===== config.mk =====
export PLATFORM = sky130hd
export DESIGN_NAME = weighted_round_robin_scheduler_flat
export DESIGN_NICKNAME = d
export VERILOG_FILES = /design/src/rtl/wrr_pkg.sv /design/src/rtl/wrr_in_if.sv /design/src/rtl/wrr_out_if.sv /design/src/rtl/wrr_cell.sv /design/src/rtl/weighted_round_robin_scheduler.sv /design/src/flat_wrapper.sv
export VERILOG_INCLUDE_DIRS = /design/src /design/src/rtl
export SDC_FILE = /design/constraint.sdc
export NUM_CORES = 2
export LEC_CHECK = 0
export BUFFER_PORTS_ARGS = -buffer_cell sky130_fd_sc_hd__buf_2
export CORE_MARGIN = 5
export CORE_UTILIZATION = 40
export CTS_CLUSTER_SIZE = 28
export DETAILED_ROUTE_END_ITERATION = 8
export GPL_ROUTABILITY_DRIVEN = 1
export GPL_TIMING_DRIVEN = 0
export HOLD_SLACK_MARGIN = 0.1
export PLACE_DENSITY = 0.54
export RECOVER_POWER = 100
export SLEW_MARGIN = 20
export SYNTH_ARGS = -nofsm -noshare
export SYNTH_HDL_FRONTEND = slang
export SYNTH_HIERARCHICAL = 1
export SYNTH_SLANG_ARGS = --single-unit

===== constraint.sdc =====
create_clock -name clk_i -period 30.4 [get_ports clk_i]
set_clock_uncertainty 0.2 [all_clocks]
set_input_delay 6.08 -clock clk_i [delete_from_list [all_inputs] [get_ports clk_i]]
set_output_delay 6.08 -clock clk_i [all_outputs]
set_load 0.05 [all_outputs]

===== src/rtl/weighted_round_robin_scheduler_defines.svh =====
// Assertion macros shared by the scheduler RTL.
`ifndef WEIGHTED_ROUND_ROBIN_SCHEDULER_DEFINES_SVH
`define WEIGHTED_ROUND_ROBIN_SCHEDULER_DEFINES_SVH

// Same-cycle implication, checked on every rising edge outside reset.
`define WRR_ASSERT_NOW(label, ante, cons) \
  label: assert property (@(posedge clk_i) disable iff (!rst_ni) (ante) |-> (cons)) \
    else $error("scheduler assertion failed");

// Next-cycle implication, checked on every rising edge outside reset.
`define WRR_ASSERT_NEXT(label, ante, cons) \
  label: assert property (@(posedge clk_i) disable iff (!rst_ni) (ante) |=> (cons)) \
    else $error("scheduler assertion failed");

`endif


===== src/rtl/wrr_pkg.sv =====
// Package with the sizes, the job entry type and the cell control type of the scheduler.
package wrr_pkg;

  localparam int MAX_JOBS = 16;
  localparam int SLOT_W   = (MAX_JOBS > 1) ? $clog2(MAX_JOBS) : 1;
  localparam int CNT_W    = $clog2(MAX_JOBS + 1);
  localparam int ID_W     = 8;
  localparam int REM_W    = 16;
  localparam int WGT_W    = 8;
  localparam int USED_W   = 8;
  localparam int TICK_W   = 32;

  typedef struct packed {
    logic [ID_W-1:0]  id;
    logic [REM_W-1:0] remaining;
    logic [WGT_W-1:0] weight;
  } entry_t;

  // Per-cell controls for one tick.
  typedef struct packed {
    logic arr;    // the arriving job lands in this cell
    logic sel;    // this cell holds the served job
    logic shift;  // take the upper neighbor's entry (removal below or here)
  } cell_ctl_t;

endpackage


===== src/rtl/wrr_in_if.sv =====
// Input channel: one scheduler tick with an optional arriving job.
interface wrr_in_if;
  logic       valid;
  logic       ready;
  logic       arrive_valid;
  logic [7:0] arrive_id;
  logic [15:0] arrive_length;
  logic [7:0] arrive_weight;

  modport source (output valid, output arrive_valid, output arrive_id,
                  output arrive_length, output arrive_weight, input ready);
  modport sink   (input valid, input arrive_valid, input arrive_id,
                  input arrive_length, input arrive_weight, output ready);
endinterface


===== src/rtl/wrr_out_if.sv =====
// Output channel: the result of one scheduler tick.
interface wrr_out_if;
  logic        valid;
  logic        ready;
  logic        ran;
  logic [7:0]  served_id;
  logic [15:0] served_remaining;
  logic        finished;
  logic [31:0] finish_time;
  logic        arrival_dropped;

  modport source (output valid, output ran, output served_id, output served_remaining,
                  output finished, output finish_time, output arrival_dropped,
                  input ready);
  modport sink   (input valid, input ran, input served_id, input served_remaining,
                  input finished, input finish_time, input arrival_dropped,
                  output ready);
endinterface


===== src/rtl/wrr_cell.sv =====
// One job table cell: holds one entry, takes an arrival, decrements or shifts down.
module wrr_cell (
  input  logic               clk_i,
  input  wrr_pkg::cell_ctl_t ctl_i,
  input  wrr_pkg::entry_t    new_i,
  input  wrr_pkg::entry_t    nb_i,
  output wrr_pkg::entry_t    eff_o
);
  import wrr_pkg::*;

  entry_t entry_q, entry_d;

  // An arrival into this cell is visible to the same tick.
  assign eff_o = ctl_i.arr ? new_i : entry_q;

  always_comb begin
    entry_d = eff_o;
    if (ctl_i.shift) begin
      entry_d = nb_i;
    end else if (ctl_i.sel && (eff_o.remaining != '0)) begin
      entry_d.remaining = eff_o.remaining - REM_W'(1);
    end
  end

  always_ff @(posedge clk_i) begin
    entry_q <= entry_d;
  end

endmodule


===== src/rtl/weighted_round_robin_scheduler.sv =====
// Weighted round-robin scheduler: a tick's result beat is registered for the next cycle.
// Throughput: one tick per cycle; a tick is taken whenever the output register is
// empty or its beat is taken in the same cycle, so the rate is set by the sink alone.
// The whole tick (append, slot choice, service, removal) resolves in the cell row at once.
// Reset (rst_ni low, asynchronous) empties the table, zeroes slot, use count and tick
// count, and drops any pending result beat; cell contents stay undefined until written.
`include "weighted_round_robin_scheduler_defines.svh"

module weighted_round_robin_scheduler (
  input  logic      clk_i,
  input  logic      rst_ni,
  wrr_in_if.sink    in_i,
  wrr_out_if.source out_o
);
  import wrr_pkg::*;

  // Control state of the scheduler. The job table itself lives in the cell row.
  logic [CNT_W-1:0]  count_q, count_d;
  logic [SLOT_W-1:0] cur_q, cur_d;
  logic [USED_W-1:0] used_q, used_d;
  logic [TICK_W-1:0] tick_q, tick_d;

  // Result register, which parts the input side from the output side.
  logic              out_valid_q, out_valid_d;
  logic              ran_q, fin_q, drop_q;
  logic [ID_W-1:0]   id_q;
  logic [REM_W-1:0]  rem_q;
  logic [TICK_W-1:0] ftime_q;

  logic              accept;
  logic              arr_ok, drop;
  logic [CNT_W-1:0]  count_a;
  logic              active;
  logic [WGT_W-1:0]  w_cur;
  logic              adv;
  logic [CNT_W-1:0]  s_ext;
  logic [SLOT_W-1:0] s;
  logic [USED_W-1:0] used_base;
  entry_t            served;
  logic [REM_W-1:0]  r;
  logic              fin;
  entry_t            new_entry;
  entry_t            eff   [MAX_JOBS];
  entry_t            nb    [MAX_JOBS];
  cell_ctl_t         ctl   [MAX_JOBS];

  // A new tick enters whenever the result register is free or is drained now.
  assign in_i.ready = !out_valid_q || out_o.ready;
  assign accept     = in_i.valid && in_i.ready;

  assign new_entry.id        = in_i.arrive_id;
  assign new_entry.remaining = in_i.arrive_length;
  assign new_entry.weight    = in_i.arrive_weight;

  // The arrival is handled first: it is appended at the end of the table, or it is
  // refused when the table is full. The rest of the tick sees the grown table.
  assign arr_ok  = in_i.arrive_valid && (count_q < CNT_W'(MAX_JOBS));
  assign drop    = in_i.arrive_valid && !arr_ok;
  assign count_a = count_q + CNT_W'(arr_ok);
  assign active  = (count_a != '0);

  // Slot choice. The current job gives up the slot once it has used its weight in
  // ticks; the slot then steps on, and wraps to the first entry past the table end.
  // A slot that already lies beyond the table (after its last entry was removed)
  // just wraps without a turn check.
  always_comb begin
    w_cur  = '0;
    served = '0;
    for (int k = 0; k < MAX_JOBS; k++) begin
      if (cur_q == SLOT_W'(k)) begin
        w_cur = eff[k].weight;
      end
    end
    adv   = ((CNT_W'(cur_q) < count_a) && (USED_W'(w_cur) <= used_q));
    s_ext = CNT_W'(cur_q) + CNT_W'(adv);
    s     = (s_ext >= count_a) ? '0 : SLOT_W'(s_ext);
    for (int k = 0; k < MAX_JOBS; k++) begin
      if (s == SLOT_W'(k)) begin
        served = eff[k];
      end
    end
  end

  // Service: the served job's remaining length counts down and stops at zero.
  // Reaching zero completes the job and removes it from the table.
  assign r   = (served.remaining != '0) ? served.remaining - REM_W'(1) : '0;
  assign fin = active && (r == '0);

  // The use count restarts at a hand-over, saturates, and restarts after a removal
  // so that the entry that shifts into the slot begins a fresh turn.
  assign used_base = adv ? '0 : used_q;

  always_comb begin
    count_d = count_q;
    cur_d   = cur_q;
    used_d  = used_q;
    tick_d  = tick_q;
    if (accept) begin
      count_d = count_a - CNT_W'(fin);
      tick_d  = tick_q + TICK_W'(1);
      if (active) begin
        cur_d = s;
        if (fin) begin
          used_d = '0;
        end else if (used_base != '1) begin
          used_d = used_base + USED_W'(1);
        end else begin
          used_d = used_base;
        end
      end
    end
  end

  // The cell row. Every cell hands its current entry down to its lower neighbor, so
  // a removal shifts all later entries down by one in the same cycle. The top cell
  // has no upper neighbor; what it takes in is never read before it is written.
  for (genvar k = 0; k < MAX_JOBS; k++) begin : g_cell
    if (k == MAX_JOBS - 1) begin : g_top
      assign nb[k] = '0;
    end else begin : g_mid
      assign nb[k] = eff[k+1];
    end

    assign ctl[k].arr   = accept && arr_ok && (count_q == CNT_W'(k));
    assign ctl[k].sel   = accept && active && (s == SLOT_W'(k));
    assign ctl[k].shift = accept && fin && (CNT_W'(s) <= CNT_W'(k));

    wrr_cell u_cell (
      .clk_i (clk_i),
      .ctl_i (ctl[k]),
      .new_i (new_entry),
      .nb_i  (nb[k]),
      .eff_o (eff[k])
    );
  end

  always_comb begin
    out_valid_d = out_valid_q;
    if (accept) begin
      out_valid_d = 1'b1;
    end else if (out_o.ready) begin
      out_valid_d = 1'b0;
    end
  end

  always_ff @(posedge clk_i or negedge rst_ni) begin
    if (!rst_ni) begin
      count_q     <= '0;
      cur_q       <= '0;
      used_q      <= '0;
      tick_q      <= '0;
      out_valid_q <= 1'b0;
    end else begin
      count_q     <= count_d;
      cur_q       <= cur_d;
      used_q      <= used_d;
      tick_q      <= tick_d;
      out_valid_q <= out_valid_d;
    end
  end

  // Result payload. On an empty table every service field reads zero, and the
  // finish time is zero unless the served job completed on this tick.
  always_ff @(posedge clk_i) begin
    if (accept) begin
      ran_q   <= active;
      id_q    <= active ? served.id : '0;
      rem_q   <= active ? r : '0;
      fin_q   <= fin;
      ftime_q <= fin ? tick_q + TICK_W'(1) : '0;
      drop_q  <= drop;
    end
  end

  assign out_o.valid            = out_valid_q;
  assign out_o.ran              = ran_q;
  assign out_o.served_id        = id_q;
  assign out_o.served_remaining = rem_q;
  assign out_o.finished         = fin_q;
  assign out_o.finish_time      = ftime_q;
  assign out_o.arrival_dropped  = drop_q;

  `WRR_ASSERT_NOW(a_count_bound, 1'b1, count_q <= CNT_W'(MAX_JOBS))
  `WRR_ASSERT_NOW(a_drop_full, accept && drop, count_q == CNT_W'(MAX_JOBS))
  `WRR_ASSERT_NOW(a_fin_ran, out_valid_q && fin_q, ran_q && (rem_q == '0))
  `WRR_ASSERT_NEXT(a_result_next, accept, out_valid_q)
  `WRR_ASSERT_NEXT(a_fin_shrinks, accept && fin && !arr_ok, count_q == $past(count_q) - CNT_W'(1))

endmodule

===== src/flat_wrapper.sv =====
// flat-port wrapper written by rule: the top's interface ports become plain ports
module weighted_round_robin_scheduler_flat import wrr_pkg::*;
  (clk_i, rst_ni, in_i_valid, in_i_arrive_valid, in_i_arrive_id, in_i_arrive_length, in_i_arrive_weight, in_i_ready, out_o_valid, out_o_ran, out_o_served_id, out_o_served_remaining, out_o_finished, out_o_finish_time, out_o_arrival_dropped, out_o_ready);
  wrr_in_if in_i_i ();
  wrr_out_if out_o_i ();
  input  logic clk_i;
  input  logic rst_ni;
  input wire logic [$bits(in_i_i.valid)-1:0] in_i_valid;
  input wire logic [$bits(in_i_i.arrive_valid)-1:0] in_i_arrive_valid;
  input wire logic [$bits(in_i_i.arrive_id)-1:0] in_i_arrive_id;
  input wire logic [$bits(in_i_i.arrive_length)-1:0] in_i_arrive_length;
  input wire logic [$bits(in_i_i.arrive_weight)-1:0] in_i_arrive_weight;
  output wire logic [$bits(in_i_i.ready)-1:0] in_i_ready;
  output wire logic [$bits(out_o_i.valid)-1:0] out_o_valid;
  output wire logic [$bits(out_o_i.ran)-1:0] out_o_ran;
  output wire logic [$bits(out_o_i.served_id)-1:0] out_o_served_id;
  output wire logic [$bits(out_o_i.served_remaining)-1:0] out_o_served_remaining;
  output wire logic [$bits(out_o_i.finished)-1:0] out_o_finished;
  output wire logic [$bits(out_o_i.finish_time)-1:0] out_o_finish_time;
  output wire logic [$bits(out_o_i.arrival_dropped)-1:0] out_o_arrival_dropped;
  input wire logic [$bits(out_o_i.ready)-1:0] out_o_ready;
  assign in_i_i.valid = in_i_valid;
  assign in_i_i.arrive_valid = in_i_arrive_valid;
  assign in_i_i.arrive_id = in_i_arrive_id;
  assign in_i_i.arrive_length = in_i_arrive_length;
  assign in_i_i.arrive_weight = in_i_arrive_weight;
  assign in_i_ready = in_i_i.ready;
  assign out_o_valid = out_o_i.valid;
  assign out_o_ran = out_o_i.ran;
  assign out_o_served_id = out_o_i.served_id;
  assign out_o_served_remaining = out_o_i.served_remaining;
  assign out_o_finished = out_o_i.finished;
  assign out_o_finish_time = out_o_i.finish_time;
  assign out_o_arrival_dropped = out_o_i.arrival_dropped;
  assign out_o_i.ready = out_o_ready;
  weighted_round_robin_scheduler u_core (.clk_i(clk_i), .rst_ni(rst_ni), .in_i(in_i_i), .out_o(out_o_i));
endmodule

After elaboration in Yosys (flattened, before gate mapping)
Cells that the tools add are included.
- logic and storage cells: 360
- register bits after elaboration: 621
- output and inout bits: 61
- input bits: 37
- muxes and demuxes: 116
- equal/unequal tests: 46
- $lt $le $gt $ge: 19
- reduce and logical (&&, ||, !) cells: 98
- add/subtract/negate cells: 22
- operators by type and width (kind ; count):
    $mux W32 ; 32
    $mux W16 ; 32
    $mux W8 ; 49
    $reduce_bool A16 Y1 ; 17
    $sub A16 B1 Y16 const B ; 17
    $logic_and A1 B1 Y1 ; 71
    $eq A4 B4 Y1 const B ; 16
    $eq A5 B4 Y1 const B ; 8
    $add A32 B1 Y32 const B ; 1
    $eq A4 B3 Y1 const B ; 8
    $le A4 B4 Y1 const B ; 7
    $eq A5 B3 Y1 const B ; 4
    $eq A4 B2 Y1 const B ; 4
    $le A4 B3 Y1 const B ; 4
    $logic_not A16 Y1 ; 1
    $eq A5 B2 Y1 const B ; 2
    $add A8 B1 Y8 const B ; 1
    $eq A4 B1 Y1 const B ; 2
    $le A4 B1 Y1 const B ; 2
    $le A4 B2 Y1 const B ; 2
    $le A8 B8 Y1 ; 1
    $logic_not A4 Y1 ; 2
    $ne A8 B8 Y1 const B ; 1
    $add A4 B1 Y5 ; 1
    other kinds (14) ; 16

Depth between registers and ports, before layout
- word-level depth: 51
- mapped depth: 70

Cells and area by module
Netlist, hierarchy kept.
- by module, submodules not included (module ; area an instance (um^2) ; cells an instance ; times used):
    wrr_cell at u_core.g_cell[13].u_cell ... ; 2034.5 ; 208 ; 12
    weighted_round_robin_scheduler ; 11138.2 ; 1417 ; 1
    wrr_cell at u_core.g_cell[0].u_cell ... ; 1966.9 ; 206 ; 4

Worst setup path before layout
OpenSTA, ideal clock, no wires.
- kind: in2reg
- start point: input out_o_ready
- end point: register u_core/g_cell[0].u_cell/entry_q[0] in the netlist's numbering
- path buffers: 13
- arrival: 18194 ps
- stages: 60
- required time: 30079 ps
- library setup time: 121 ps
- path slack: 11885 ps
- path through: nand2b_1 nand2_1 inv_1 nand2_1 or3_1 nor3_1 buf_6 buf_2 buf_2 buf_1 mux2_2 mux4_2 nand2b_1 a21oi_1 a221oi_1 a21oi_1 a221o_1 mux2i_1 [24 not listed] a222oi_1 a2111oi_0 o21ai_1 inv_1 ha_1 nor4bb_1 nand4_1 nor3_1 a41oi_1 or3_1 buf_2 nand2b_4 buf_6 buf_6 nor2_1 clkinv_1 clkbuf_1 mux2_2
- RTL lines (element ; line ; RTL):
    start, declared ; flat_wrapper.sv:21 ; input wire logic [$bits(out_o_i.ready)-1:0] out_o_ready;
    end signal, assigned ; wrr_cell.sv:26 ; entry_q <= entry_d;
    end, declared ; wrr_cell.sv:11 ; entry_t entry_q, entry_d;

==> summary.md <==
| Metric | Value |
|---|---|
| Final #Nets | 5043 |
| CP max stage delay | around 1.0 ns |
| Die area | around 0.12 sq mm |
| Final period util | between 90% and 100% |
| CP Launch Type | input port |
| Routability cong. | 1.05 |
| Synthesis warning total | 6 |
| Top-count cell post-synth | mux2_2 |
| Wirelength, routed | ~190000 um |
| Sequential fraction of the synthesis area | between 30% and 40% |
| MaxCap Viol Count | 2 |
| Worst Path Required | about 31 ns |
| Flops & latches, synth | 621 |
| Final setup viols | 0 |
| Worst-Margin Slew | 3.13 ns |
| Reg-to-Reg Start | u_core/out_o.valid |
| Ys flop type | dfxtp_1 |
| WS Path Type | input port to flop |
| Avg Cell Area, Syn | ~9.2 sq um |
| Detail Route Antenna Nets | 0 |
| P_leak | around 19 nW |
| Power Density | 137 mW/mm^2 |
| Port Buf Inserts | 97 |
| Post-DP HPWL | roughly 140000 um |
| CP dominant cell by count | clkbuf_1 |
| Die X-Extent | 339 um |
| Fill count | approximately 11k |
| RSZ-0062 raised after global routing | no |
| Synth unique cells | ~110 |
| CTS clk-pin slew, worst paths | approximately 0.06 ns |
| First-pass GRT wire length | between 200000 and 300000 um |
| Leading area contributor after synthesis | dfxtp_1 |
| Drt via density | about 6.3 |
| Largest net degree at the start of global routing | 56 |
| Synth async-reset ratio | roughly 8% |
| I/O pins | 98 |
| CTS tree | done |
| Most frequent cells after synthesis | 657 x mux2_2, 512 x dfxtp_1, 377 x nand2_1 |
| Area delta synth->final | 10.9% |
| Initial Util | 40.4% |
| Post CTS Setup Buffer Count | 0 |
| Core Area | 0.108 sq mm |
| Skew-Pair Late Insertion Delay | roughly 0.67 ns |
| Final hold vios | 0 |
| F_max | between 0.03 and 0.04 GHz |
| Antenna violations before repair | 8 |
| Worst Path Arrival | approximately 28 ns |
| Post-CTS Resized | 0 |
| Slew margin rel. | -109% |
| GRT Resource Usage Total | between 30% and 40% |
| Total number of vias | roughly 41k |
| Row cnt | 120 |
| Num CTS Buffers | roughly 80 |
| CTS root buffer | clkbuf_16 |
| Tmin final | between 20 and 30 ns |
| Max VDD drop | between 0.0001 and 0.00015 V |
| CP Max Fanout | 11 |
| Failing checks | max-capacitance violations, max-slew violations |
| Hold Path Origin | u_core/tick_q[31] |
| CTS HTree Levels | 3 |
| Die H | around 340 um |
| Synthesized netlist cell count | between 4k and 5k |
| Final Util | roughly 45% |
| Layout cells sized above 1 | 22.9% |
| Mapped Area | 0.0434 sq mm |
| DR WL/cell | approximately 29 um |
| Hold buffers post-CTS | 0 |
| DR DRC count | 0 |
| Number of DRC markers in iteration 0 | 4217 |
| Total congestion overflow | 0 |
| Max-slew violations | about 110 |
| Post-synth EDFFs | 59 |
| Final non-filler cell total | about 6.4k |
| Dpl cells | between 6k and 7k |
| DRT Pass-1 Iters | 7 |
| Slowest cell on the critical path | a21oi_1 |
| Hold Crit Class | flop to flop |
| Clk sinks | just over 600 |
| Setup TNS Final | 0 ns |
| Status | finished, violations left |
| CP startpoint | out_o_ready |
| Critical Path End Type | flop |
| Post-synth top area share | 23.6% |
| Longest Clk Path Bufs | 3 |
| Ranking of synthesized cells by area | dfxtp_1 24%, mux2_2 17%, edfxtp_1 4.1% |
| Vias in the first global route | between 30k and 40k |
[path summary, 6_finish.rpt]
path                                                        end  slack [ns]  depth (start not counted)
max                        u_core/g_cell[12].u_cell/entry_q[30]        2.83                         64
min                                           u_core/tick_q[31]        0.29                          1
max reg2reg                u_core/g_cell[12].u_cell/entry_q[30]        7.96                         63
min reg2reg                                   u_core/tick_q[31]        0.29                          1
max in group asynchronous                     u_core/tick_q[29]       21.98                          1
min in group asynchronous                      u_core/tick_q[7]        6.25                          1
[worst max-delay path: cells and delay by family]
family                   cells  cell delay (ns)
buffers and inverters       20             8.69
AO/OA/AOI/OAI               22             6.97
AND/OR/NAND/NOR             15             3.79
adder cells (fa/ha/maj)      4             1.21
multiplexers                 3             1.07
[state kept, by name (all words and copies together) (netlist names)]
signal / count
u_core/g_cell.u_cell/entry_q: 512
u_core/out_o.finish_time: 32
u_core/tick_q: 32
u_core/out_o.served_remaining: 16
u_core/out_o.served_id: 8
u_core/used_q: 8
u_core/count_q: 5
u_core/cur_q: 4
u_core/out_o.arrival_dropped: 1
u_core/out_o.finished: 1
u_core/out_o.ran: 1
u_core/out_o.valid: 1
[cell type report]
cell class                 instances  area (sq um)  area share, %
tap                             1403          1760           3.64
clock inverter                    34           347          0.720
sequential                       621         13300           27.6
buffer                           274          1370           2.85
antenna                            5          12.5         0.0260
multi-input combinational       3655         28000           58.1
inverter                         218           818           1.70
timing repair buffer             100           443          0.920
clock buffer                     109          2150           4.46
[cell usage in the layout, fill, tap and decap left out, types with 33 or more instances in the layout]
cell type  count
mux2_2       656
dfxtp_1      512
nand2_1      377
nor2_1       308
o21ai_0      241
clkbuf_1     234
inv_1        201
a21oi_1      165
mux2i_1      153
nor3_1       140
nand3_1      124
xnor2_1      111
buf_2        108
clkbuf_16     79
a31oi_1       79
nor4_1        70
nand4_1       63
o22ai_1       60
edfxtp_1      59
ha_1          58
dfrtp_1       50
a22oi_1       49
or3_1         42
o31ai_1       42
nor3b_1       41
xor2_1        40
a21o_1        39
or3b_1        36
and3_1        35
a222oi_1      34
nor4b_1       34
a211oi_1      33
[power by group]
part,internal [mW],switching [mW],total [mW]
clock network,0.524,0.396,0.920
registers,1.16,0.125,1.28
logic,1.37,3.00,4.37
[per-layer routing]
metal	routed length, um	vias to the layer above	share of wire [%]	GRT usage [%]
met4	11300	2	6.0	15.7
li1	-	18300	-	-
met3	14400	443	7.7	5.65
met2	81700	1950	44	48.1
met5	7	-	0.0037	0
met1	79900	20000	43	40.9
[logic make-up after synthesis]
group	Yosys count	synth area share (%)
AND/OR/NAND/NOR	1422	17.0
AO/OA/AOI/OAI	1147	20.7
multiplexers	845	21.9
flip-flops	621	30.6
buffers and inverters	492	5.08
XOR/XNOR	151	3.05
adder cells (fa/ha/maj)	58	1.67
other	1	0.00864
[stage by stage]
step           power (mW)  hold slack [ns]  area, sq um  setup WS [ns]
2_1_floorplan        4.01            0.262        43500          11.89
3_3_place_gp         5.46            0.276        45800           4.71
3_5_place_dp         5.49            0.280        45900           5.14
4_1_cts              6.43            0.292        48400           5.79
5_1_grt              6.84            0.313        48200           2.33
6_report             6.58            0.285        48200           2.83
Note: power is estimated with default switching activity, not from simulation.
